**src/rtl/core/pvc_pkg.sv**
```systemverilog
// Shared types and constants for the PI velocity controller.
// Used by pvc_mul, pvc_seq and pi_velocity_control_with_drive_top; no dependencies.
package pvc_pkg;

   localparam int VEL_W     = 16;            // velocity field width
   localparam int ERR_W     = VEL_W + 1;     // reference minus measurement
   localparam int GAIN_W    = 16;            // Q8.8 gains and Q0.16 period
   localparam int LIMIT_W   = 8;             // integral clamp, whole counts
   localparam int INT_W     = 25;            // integral, Q.16
   localparam int OPND_W    = 25;            // signed multiplier operand
   localparam int PROD_W    = GAIN_W + 1 + OPND_W;
   localparam int SUM_W     = 35;            // integral plus period product
   localparam int DRV_W     = 52;            // Q.24 drive accumulator
   localparam int MAG_W     = 12;            // magnitude field width
   localparam int ABS_W     = DRV_W - 1;
   localparam int FRAC_W    = 24;
   localparam int CSR_ADDR_W = 3;
   localparam int CSR_DATA_W = 16;

   localparam int PWM_MAX = 4095;
   localparam logic [ABS_W-1:0] SAT_THRESH = ABS_W'(PWM_MAX) << FRAC_W;
   localparam logic [ABS_W-1:0] ROUND_HALF = ABS_W'(1) << (FRAC_W - 1);

   // register indexes
   localparam logic [CSR_ADDR_W-1:0] REG_FF_GAIN  = 3'd0;
   localparam logic [CSR_ADDR_W-1:0] REG_P_GAIN   = 3'd1;
   localparam logic [CSR_ADDR_W-1:0] REG_I_GAIN   = 3'd2;
   localparam logic [CSR_ADDR_W-1:0] REG_PERIOD   = 3'd3;
   localparam logic [CSR_ADDR_W-1:0] REG_I_LIMIT  = 3'd4;

   // reset values
   localparam logic [GAIN_W-1:0]  RST_FF_GAIN = 16'd1667;
   localparam logic [GAIN_W-1:0]  RST_P_GAIN  = 16'd2458;
   localparam logic [GAIN_W-1:0]  RST_I_GAIN  = 16'd12288;
   localparam logic [GAIN_W-1:0]  RST_PERIOD  = 16'd655;
   localparam logic [LIMIT_W-1:0] RST_I_LIMIT = 8'd80;

   typedef enum logic [2:0] {
      ST_IDLE,
      ST_MUL_INT,
      ST_CLAMP,
      ST_ACC_FF,
      ST_ACC_P,
      ST_ACC_I,
      ST_ABS,
      ST_OUT
   } state_type;

   typedef enum logic [1:0] {
      MS_PERIOD,
      MS_FF,
      MS_PROP,
      MS_INT
   } mul_sel_type;

   typedef enum logic [1:0] {
      ACC_HOLD,
      ACC_LOAD_SHIFT,
      ACC_ADD_SHIFT,
      ACC_ADD
   } acc_op_type;

   typedef struct packed {
      logic        load_req;
      logic        mul_en;
      mul_sel_type mul_sel;
      logic        int_load;
      acc_op_type  acc_op;
      logic        mag_load;
      logic        rsp_load;
   } ctrl_type;

endpackage

```
**src/rtl/core/pi_velocity_control_with_drive_top.sv**
```systemverilog
// Top level of the PI velocity controller: registers, datapath and stream ports.
// Depends on pvc_pkg, pvc_mul and pvc_seq.
//
// Usage:
//   A request on req_* carries a velocity reference and a measured velocity.
//   The block forms the error, updates the clamped integral and sums the
//   feedforward, proportional and integral terms, then returns one response
//   on rsp_*: direction, rounded and saturated magnitude, saturation flag.
//   One multiplier is shared over four products, so a request occupies the
//   block until its response is loaded, and no new request is taken before
//   then, even with no back-pressure.
//   req_tready is high whenever the sequencer is idle, also while a previous
//   response still waits in the output register.
//   If rsp_tready stays low, the finished request waits in its last step
//   until the output register frees, and no new request is taken meanwhile.
//   Registers must be written by the user through csr_* while the block is idle; not enforced.
//   Reset (synchronous) restores the register defaults, clears the integral
//   and drops rsp_tvalid.
module pi_velocity_control_with_drive_top (
   input  logic                               clock,
   input  logic                               reset,
   input  logic                               req_tvalid,
   output logic                               req_tready,
   input  logic [31:0]                        req_tdata,  // velocity_reference, measured_velocity
   output logic                               rsp_tvalid,
   input  logic                               rsp_tready,
   output logic [15:0]                        rsp_tdata,  // forward, pwm_magnitude, drive_saturated
   input  logic                               csr_we,
   input  logic [pvc_pkg::CSR_ADDR_W-1:0]     csr_addr,
   input  logic [pvc_pkg::CSR_DATA_W-1:0]     csr_wdata
);

   pvc_pkg::ctrl_type ctrl;
   logic              idle;
   logic              req_fire;
   logic              out_free;

   logic [pvc_pkg::GAIN_W-1:0]  ff_gain_ff, p_gain_ff, i_gain_ff, period_ff;
   logic [pvc_pkg::LIMIT_W-1:0] i_limit_ff;

   logic signed [pvc_pkg::VEL_W-1:0]  ref_ff;
   logic signed [pvc_pkg::ERR_W-1:0]  err_ff;
   logic signed [pvc_pkg::ERR_W-1:0]  err_in;
   logic signed [pvc_pkg::INT_W-1:0]  integral_ff;
   logic signed [pvc_pkg::INT_W-1:0]  integral_in;
   logic signed [pvc_pkg::DRV_W-1:0]  drive_ff;
   logic signed [pvc_pkg::DRV_W-1:0]  drive_in;
   logic        [pvc_pkg::ABS_W-1:0]  mag_ff;
   logic        [pvc_pkg::ABS_W-1:0]  mag_in;
   logic                              fwd_ff;

   logic                              rsp_valid_ff;
   logic                              rsp_fwd_ff, rsp_sat_ff;
   logic [pvc_pkg::MAG_W-1:0]         rsp_mag_ff;

   logic        [pvc_pkg::GAIN_W-1:0] mul_gain;
   logic signed [pvc_pkg::OPND_W-1:0] mul_opnd;
   logic signed [pvc_pkg::PROD_W-1:0] prod;

   logic signed [pvc_pkg::SUM_W-1:0]  sum;
   logic signed [pvc_pkg::SUM_W-1:0]  lim_pos;
   logic signed [pvc_pkg::SUM_W-1:0]  lim_neg;
   logic signed [pvc_pkg::SUM_W-1:0]  clamped;
   logic                              sat;
   logic        [pvc_pkg::ABS_W-1:0]  rounded;
   logic        [pvc_pkg::MAG_W-1:0]  mag_out;

   assign req_tready = idle;
   assign req_fire   = req_tvalid && req_tready;
   assign out_free   = !rsp_valid_ff || rsp_tready;

   pvc_seq u_seq (
      .clock    (clock),
      .reset    (reset),
      .req_fire (req_fire),
      .out_free (out_free),
      .idle     (idle),
      .ctrl     (ctrl)
   );

   // configuration registers
   always_ff @(posedge clock) begin
      if (reset) begin
         ff_gain_ff <= pvc_pkg::RST_FF_GAIN;
         p_gain_ff  <= pvc_pkg::RST_P_GAIN;
         i_gain_ff  <= pvc_pkg::RST_I_GAIN;
         period_ff  <= pvc_pkg::RST_PERIOD;
         i_limit_ff <= pvc_pkg::RST_I_LIMIT;
      end else if (csr_we) begin
         unique case (csr_addr)
            pvc_pkg::REG_FF_GAIN: ff_gain_ff <= csr_wdata;
            pvc_pkg::REG_P_GAIN:  p_gain_ff  <= csr_wdata;
            pvc_pkg::REG_I_GAIN:  i_gain_ff  <= csr_wdata;
            pvc_pkg::REG_PERIOD:  period_ff  <= csr_wdata;
            pvc_pkg::REG_I_LIMIT: i_limit_ff <= csr_wdata[pvc_pkg::LIMIT_W-1:0];
            default: ;
         endcase
      end
   end

   // request capture
   assign err_in = $signed({req_tdata[15], req_tdata[15:0]})
                 - $signed({req_tdata[31], req_tdata[31:16]});

   always_ff @(posedge clock) begin
      if (ctrl.load_req) begin
         ref_ff <= $signed(req_tdata[15:0]);
         err_ff <= err_in;
      end
   end

   // operand selection for the shared multiplier
   always_comb begin
      case (ctrl.mul_sel)
         pvc_pkg::MS_PERIOD: begin
            mul_gain = period_ff;
            mul_opnd = pvc_pkg::OPND_W'(err_ff);
         end
         pvc_pkg::MS_FF: begin
            mul_gain = ff_gain_ff;
            mul_opnd = pvc_pkg::OPND_W'(ref_ff);
         end
         pvc_pkg::MS_PROP: begin
            mul_gain = p_gain_ff;
            mul_opnd = pvc_pkg::OPND_W'(err_ff);
         end
         default: begin
            mul_gain = i_gain_ff;
            mul_opnd = integral_ff;
         end
      endcase
   end

   pvc_mul u_mul (
      .clock (clock),
      .en    (ctrl.mul_en),
      .gain  (mul_gain),
      .opnd  (mul_opnd),
      .prod  (prod)
   );

   // integral update with symmetric clamp
   assign sum     = pvc_pkg::SUM_W'(integral_ff) + prod[pvc_pkg::SUM_W-1:0];
   assign lim_pos = $signed({11'd0, i_limit_ff, 16'd0});
   assign lim_neg = -lim_pos;

   always_comb begin
      if (sum > lim_pos) begin
         clamped = lim_pos;
      end else if (sum < lim_neg) begin
         clamped = lim_neg;
      end else begin
         clamped = sum;
      end
   end

   assign integral_in = clamped[pvc_pkg::INT_W-1:0];

   always_ff @(posedge clock) begin
      if (reset) begin
         integral_ff <= '0;
      end else if (ctrl.int_load) begin
         integral_ff <= integral_in;
      end
   end

   // Q.24 drive accumulation; gain times velocity terms are shifted up by 16
   always_comb begin
      case (ctrl.acc_op)
         pvc_pkg::ACC_LOAD_SHIFT: drive_in = $signed({prod[35:0], 16'd0});
         pvc_pkg::ACC_ADD_SHIFT:  drive_in = drive_ff + $signed({prod[35:0], 16'd0});
         pvc_pkg::ACC_ADD:        drive_in = drive_ff + pvc_pkg::DRV_W'(prod);
         default:                 drive_in = drive_ff;
      endcase
   end

   always_ff @(posedge clock) begin
      drive_ff <= drive_in;
   end

   // sign and magnitude
   assign mag_in = drive_ff[pvc_pkg::DRV_W-1] ? pvc_pkg::ABS_W'(-drive_ff)
                                              : drive_ff[pvc_pkg::ABS_W-1:0];

   always_ff @(posedge clock) begin
      if (ctrl.mag_load) begin
         mag_ff <= mag_in;
         fwd_ff <= ~drive_ff[pvc_pkg::DRV_W-1];
      end
   end

   // round half away from zero, saturate on the exact value
   assign sat     = mag_ff > pvc_pkg::SAT_THRESH;
   assign rounded = mag_ff + pvc_pkg::ROUND_HALF;
   assign mag_out = sat ? pvc_pkg::MAG_W'(pvc_pkg::PWM_MAX)
                        : rounded[pvc_pkg::FRAC_W +: pvc_pkg::MAG_W];

   // output register
   always_ff @(posedge clock) begin
      if (reset) begin
         rsp_valid_ff <= 1'b0;
      end else if (ctrl.rsp_load) begin
         rsp_valid_ff <= 1'b1;
      end else if (rsp_tready) begin
         rsp_valid_ff <= 1'b0;
      end
   end

   always_ff @(posedge clock) begin
      if (ctrl.rsp_load) begin
         rsp_fwd_ff <= fwd_ff;
         rsp_mag_ff <= mag_out;
         rsp_sat_ff <= sat;
      end
   end

   assign rsp_tvalid = rsp_valid_ff;
   assign rsp_tdata  = {2'b00, rsp_sat_ff, rsp_mag_ff, rsp_fwd_ff};

endmodule

```
**src/rtl/core/pvc_mul.sv**
```systemverilog
// Shared multiplier: unsigned gain times signed operand, product registered.
// Depends on pvc_pkg.
module pvc_mul (
   input  logic                                 clock,
   input  logic                                 en,
   input  logic        [pvc_pkg::GAIN_W-1:0]    gain,
   input  logic signed [pvc_pkg::OPND_W-1:0]    opnd,
   output logic signed [pvc_pkg::PROD_W-1:0]    prod
);

   logic signed [pvc_pkg::PROD_W-1:0] prod_ff;
   logic signed [pvc_pkg::PROD_W-1:0] prod_in;

   assign prod_in = $signed({1'b0, gain}) * opnd;

   always_ff @(posedge clock) begin
      if (en) begin
         prod_ff <= prod_in;
      end
   end

   assign prod = prod_ff;

endmodule

```
**src/rtl/core/pvc_seq.sv**
```systemverilog
// Sequencer stepping one request through the shared multiplier.
// Depends on pvc_pkg.
module pvc_seq (
   input  logic               clock,
   input  logic               reset,
   input  logic               req_fire,
   input  logic               out_free,
   output logic               idle,
   output pvc_pkg::ctrl_type  ctrl
);

   pvc_pkg::state_type state_ff;
   pvc_pkg::state_type state_in;

   always_ff @(posedge clock) begin
      if (reset) begin
         state_ff <= pvc_pkg::ST_IDLE;
      end else begin
         state_ff <= state_in;
      end
   end

   always_comb begin
      state_in = state_ff;
      unique case (state_ff)
         pvc_pkg::ST_IDLE:    if (req_fire) state_in = pvc_pkg::ST_MUL_INT;
         pvc_pkg::ST_MUL_INT: state_in = pvc_pkg::ST_CLAMP;
         pvc_pkg::ST_CLAMP:   state_in = pvc_pkg::ST_ACC_FF;
         pvc_pkg::ST_ACC_FF:  state_in = pvc_pkg::ST_ACC_P;
         pvc_pkg::ST_ACC_P:   state_in = pvc_pkg::ST_ACC_I;
         pvc_pkg::ST_ACC_I:   state_in = pvc_pkg::ST_ABS;
         pvc_pkg::ST_ABS:     state_in = pvc_pkg::ST_OUT;
         pvc_pkg::ST_OUT:     if (out_free) state_in = pvc_pkg::ST_IDLE;
         default:             state_in = pvc_pkg::ST_IDLE;
      endcase
   end

   always_comb begin
      ctrl          = '0;
      ctrl.mul_sel  = pvc_pkg::MS_PERIOD;
      ctrl.acc_op   = pvc_pkg::ACC_HOLD;
      idle          = 1'b0;
      unique case (state_ff)
         pvc_pkg::ST_IDLE: begin
            idle          = 1'b1;
            ctrl.load_req = req_fire;
         end
         pvc_pkg::ST_MUL_INT: begin
            ctrl.mul_en  = 1'b1;
            ctrl.mul_sel = pvc_pkg::MS_PERIOD;
         end
         pvc_pkg::ST_CLAMP: begin
            ctrl.int_load = 1'b1;
            ctrl.mul_en   = 1'b1;
            ctrl.mul_sel  = pvc_pkg::MS_FF;
         end
         pvc_pkg::ST_ACC_FF: begin
            ctrl.acc_op  = pvc_pkg::ACC_LOAD_SHIFT;
            ctrl.mul_en  = 1'b1;
            ctrl.mul_sel = pvc_pkg::MS_PROP;
         end
         pvc_pkg::ST_ACC_P: begin
            ctrl.acc_op  = pvc_pkg::ACC_ADD_SHIFT;
            ctrl.mul_en  = 1'b1;
            ctrl.mul_sel = pvc_pkg::MS_INT;
         end
         pvc_pkg::ST_ACC_I: ctrl.acc_op   = pvc_pkg::ACC_ADD;
         pvc_pkg::ST_ABS:   ctrl.mag_load = 1'b1;
         pvc_pkg::ST_OUT:   ctrl.rsp_load = out_free;
         default: ;
      endcase
   end

endmodule

```
**config.mk**
```make
export PLATFORM = sky130hd
export DESIGN_NAME = pi_velocity_control_with_drive_top
export DESIGN_NICKNAME = d
export VERILOG_FILES = /design/src/rtl/core/pvc_pkg.sv /design/src/rtl/core/pi_velocity_control_with_drive_top.sv /design/src/rtl/core/pvc_mul.sv /design/src/rtl/core/pvc_seq.sv
export SDC_FILE = /design/constraint.sdc
export NUM_CORES = 2
export LEC_CHECK = 0
export BUFFER_PORTS_ARGS = -buffer_cell sky130_fd_sc_hd__buf_2
export CAP_MARGIN = 20
export CELL_PAD_IN_SITES_DETAIL_PLACEMENT = 1
export CELL_PAD_IN_SITES_GLOBAL_PLACEMENT = 2
export CORE_MARGIN = 2
export CORE_UTILIZATION = 42
export DETAILED_ROUTE_END_ITERATION = 10
export PLACE_DENSITY = 0.86
export RECOVER_POWER = 50
export SLEW_MARGIN = 25
export SYNTH_ARGS = -nofsm -noshare
export SYNTH_HDL_FRONTEND = slang
export SYNTH_SLANG_ARGS = --single-unit
```
**constraint.sdc**
```tcl
create_clock -name clock -period 9.48 [get_ports clock]
set_input_delay 1.896 -clock clock [delete_from_list [all_inputs] [get_ports clock]]
set_output_delay 1.896 -clock clock [all_outputs]
set_load 0.01 [all_outputs]
```
==> results by group <==
Routing
  • Routed Antenna Nets: 0
  • Routed vias: 28000
  • Drt total wl: 113 mm
  • Routed wire per std cell: 22.6 µm
  • Drt drc: 0
  • Iter 0 DRT Violations: 1546
  • Post-DR vias/cell: 5.59
  • 1st-pass router iterations: 5

Worst setup path
  • Critical Path Most Common Cell: fa_1
  • CP peak stage delay: 600 ps
  • Crit Path Max Fanout: 10
  • Setup crit end kind: register
  • WP data required: 9800 ps
  • Arrival time worst endpoint: 9240 ps
  • Setup CP Type: register to register
  • Slowest-stage cell, CP: and2_1
  • Worst Setup Start Kind: register
  • CP Launch Point: u_seq.state_ff[0]
  • R2r startpoint: u_seq.state_ff[0]

STA
  • Rel. slew slack: -1.71
  • Fmax achieved: 0.112 GHz
  • Worst Skew: 32.8 ps
  • Tcrit/Tclk final: 0.940
  • Minimum clock period: 8910 ps
  • Setup TNS Final: 0 ps
  • RSZ-0062 raised after global routing: false
  • Final setup fails: 0
  • Slew @ Worst Pin: 4070 ps
  • Final hold vios: 0
  • Hold slack final: 434 ps
  • Max-slew violations: 351

Die
  • Core area: 0.0808 mm²
  • Site Rows: 104
  • Die height: 290 µm
  • Initial core utilization: 0.426
  • Top Ports: 74
  • Die area: 0.0842 mm²
  • Die W: 290 µm

Global route
  • First-pass GRT wire length: 176 mm
  • Global Route Usage Sum: 0.268
  • Total congestion overflow: 0
  • Number of global-route vias before repair: 30200
  • Antenna violations before repair: 0
  • Largest net degree at the start of global routing: 92

Clock tree
  • CTS tree: built
  • Root Buffer: clkbuf_16
  • # clock sinks: 294
  • Clk buf depth: 3
  • Clock Pin Slew Worst Setup and Hold Paths: 60 ps
  • Worst skew pair latency: 590 ps
  • H-tree Lvls: 2
  • CTS buffer count: 37

Placed design
  • HPWL Detailed: 90.5 mm
  • Final RePlAce weighted congestion: 0.903
  • Port Buffer Count: 71

Yosys
  • Largest cells by area after synthesis: fa_1, edfxtp_1, ha_1, inv_1, nand2_1
  • Register area share after synthesis: 0.227
  • Post-Synthesis Cells: 3857
  • Synth Warn #: 0
  • Primary FF master, synth: edfxtp_1
  • Synth Area per Inst: 8.91 µm²
  • Biggest area consumer among synthesized cells: fa_1
  • Synth unique cells: 77
  • Top cells by count, synth: inv_1, nand2_1, fa_1
  • Top cell type's share of synthesized area: 0.230
  • Seq cells post-synth: 294
  • Number of flops mapped to enable cells by yosys: 193
  • Most common cell in the synthesized netlist: inv_1
  • Fraction of registers with async set/reset: 0
  • Mapped Area: 0.0344 mm²

Hold path
  • HP Class: register to register
  • Min-delay src: fwd_ff

Layout
  • Area Overhead vs Synth: 8.83%
  • Share of layout cells above drive strength 1: 0.0579
  • Final net count: 4637
  • Filler cells: 9461
  • # diodes: 0

Status
  • Violations in the final reports: max-capacitance violations, max-slew violations
  • Outcome: complete, but fails checks

Flow run
  • Max-Cap Viols: 8
layout by cell type, fill, tap and decap left out, drive strengths merged, types with 115 or more instances in the layout:
master	instances
inv	558
ha	275
o21ai	149
nor2	263
xnor2	156
fa	395
buf	115
nand2	549
edfxtp	193
a21oi	241
metrics by stage:
stage | utilization | setup WS, ps | area (µm²) | instances
floorplan | - | 1050 | 34400 | 3858
global placement | 0.448 | 664 | 36200 | 4928
detailed placement | 0.448 | 488 | 36200 | 4928
CTS | 0.463 | 484 | 37400 | 4996
global route | 0.463 | 44.5 | 37400 | 5000
finish | 0.463 | 565 | 37400 | 5000
worst max-delay path, delay by kind of cell, from the launching register on:
kind / cells / cell delay [ps]
flops: 1 / 340
simple gates: 6 / 1700
mux: 1 / 140
xor+xnor: 1 / 140
buf+inv: 6 / 820
compound gates: 8 / 1800
fa+ha+maj: 8 / 3730
cells by family (layout without fill, tap and decap cells):
kind of cell	Yosys count	in the layout	share of synthesized area
other cells	1	2	0.000109
fa+ha+maj	670	670	0.330
buf+inv	682	763	0.0749
simple gates	1201	1201	0.161
xor+xnor	217	217	0.0553
compound gates	742	743	0.136
mux	50	50	0.0147
flops	294	294	0.227
registers in the layout, summed over array words and instances, names as in the netlist, 16 cells and up:
register,cells
err_ff,17
p_gain_ff,16
ff_gain_ff,16
ref_ff,16
i_gain_ff,16
drive_ff,52
integral_ff,25
mag_ff,51
period_ff,16
u_mul.prod,42
worst paths after layout:
check,cells past startpoint,slack [ps],to
setup / recovery,30,570,u_mul.prod[39]
setup reg to reg,30,570,u_mul.prod[39]
hold reg to reg,0,430,rsp_fwd_ff
hold / removal,0,430,rsp_fwd_ff
metal layers:
layer	part of all wire	track usage
met1	0.44	0.353
met2	0.48	0.464
met3	0.043	0.0249
met5	0	0
met4	0.036	0.0894
layout make-up:
class                   count  area [µm²]  share of cell area
clock inverters            18         204             0.00545
well taps                1060        1330              0.0354
flip-flops and latches    294        7820               0.209
multi-input cells        2883       24100               0.644
repair buffers            145         863              0.0231
inverters                 550        2060              0.0552
clock buffers              50        1040              0.0279
what timing repair did:
| item | 4_1_cts | 5_1_grt |
|---|---|---|
| resized for setup | 0 | 4 |
| buffers inserted | 0 | 3 |
| hold endpoints to repair | 0 | 0 |
| hold buffers | 0 | 0 |
| endpoints found under the setup margin | 0 | 1 |
Power is left out: the tool's default activity adds up to more than one toggle a clock period on the data nets, which glitch-free logic cannot reach.
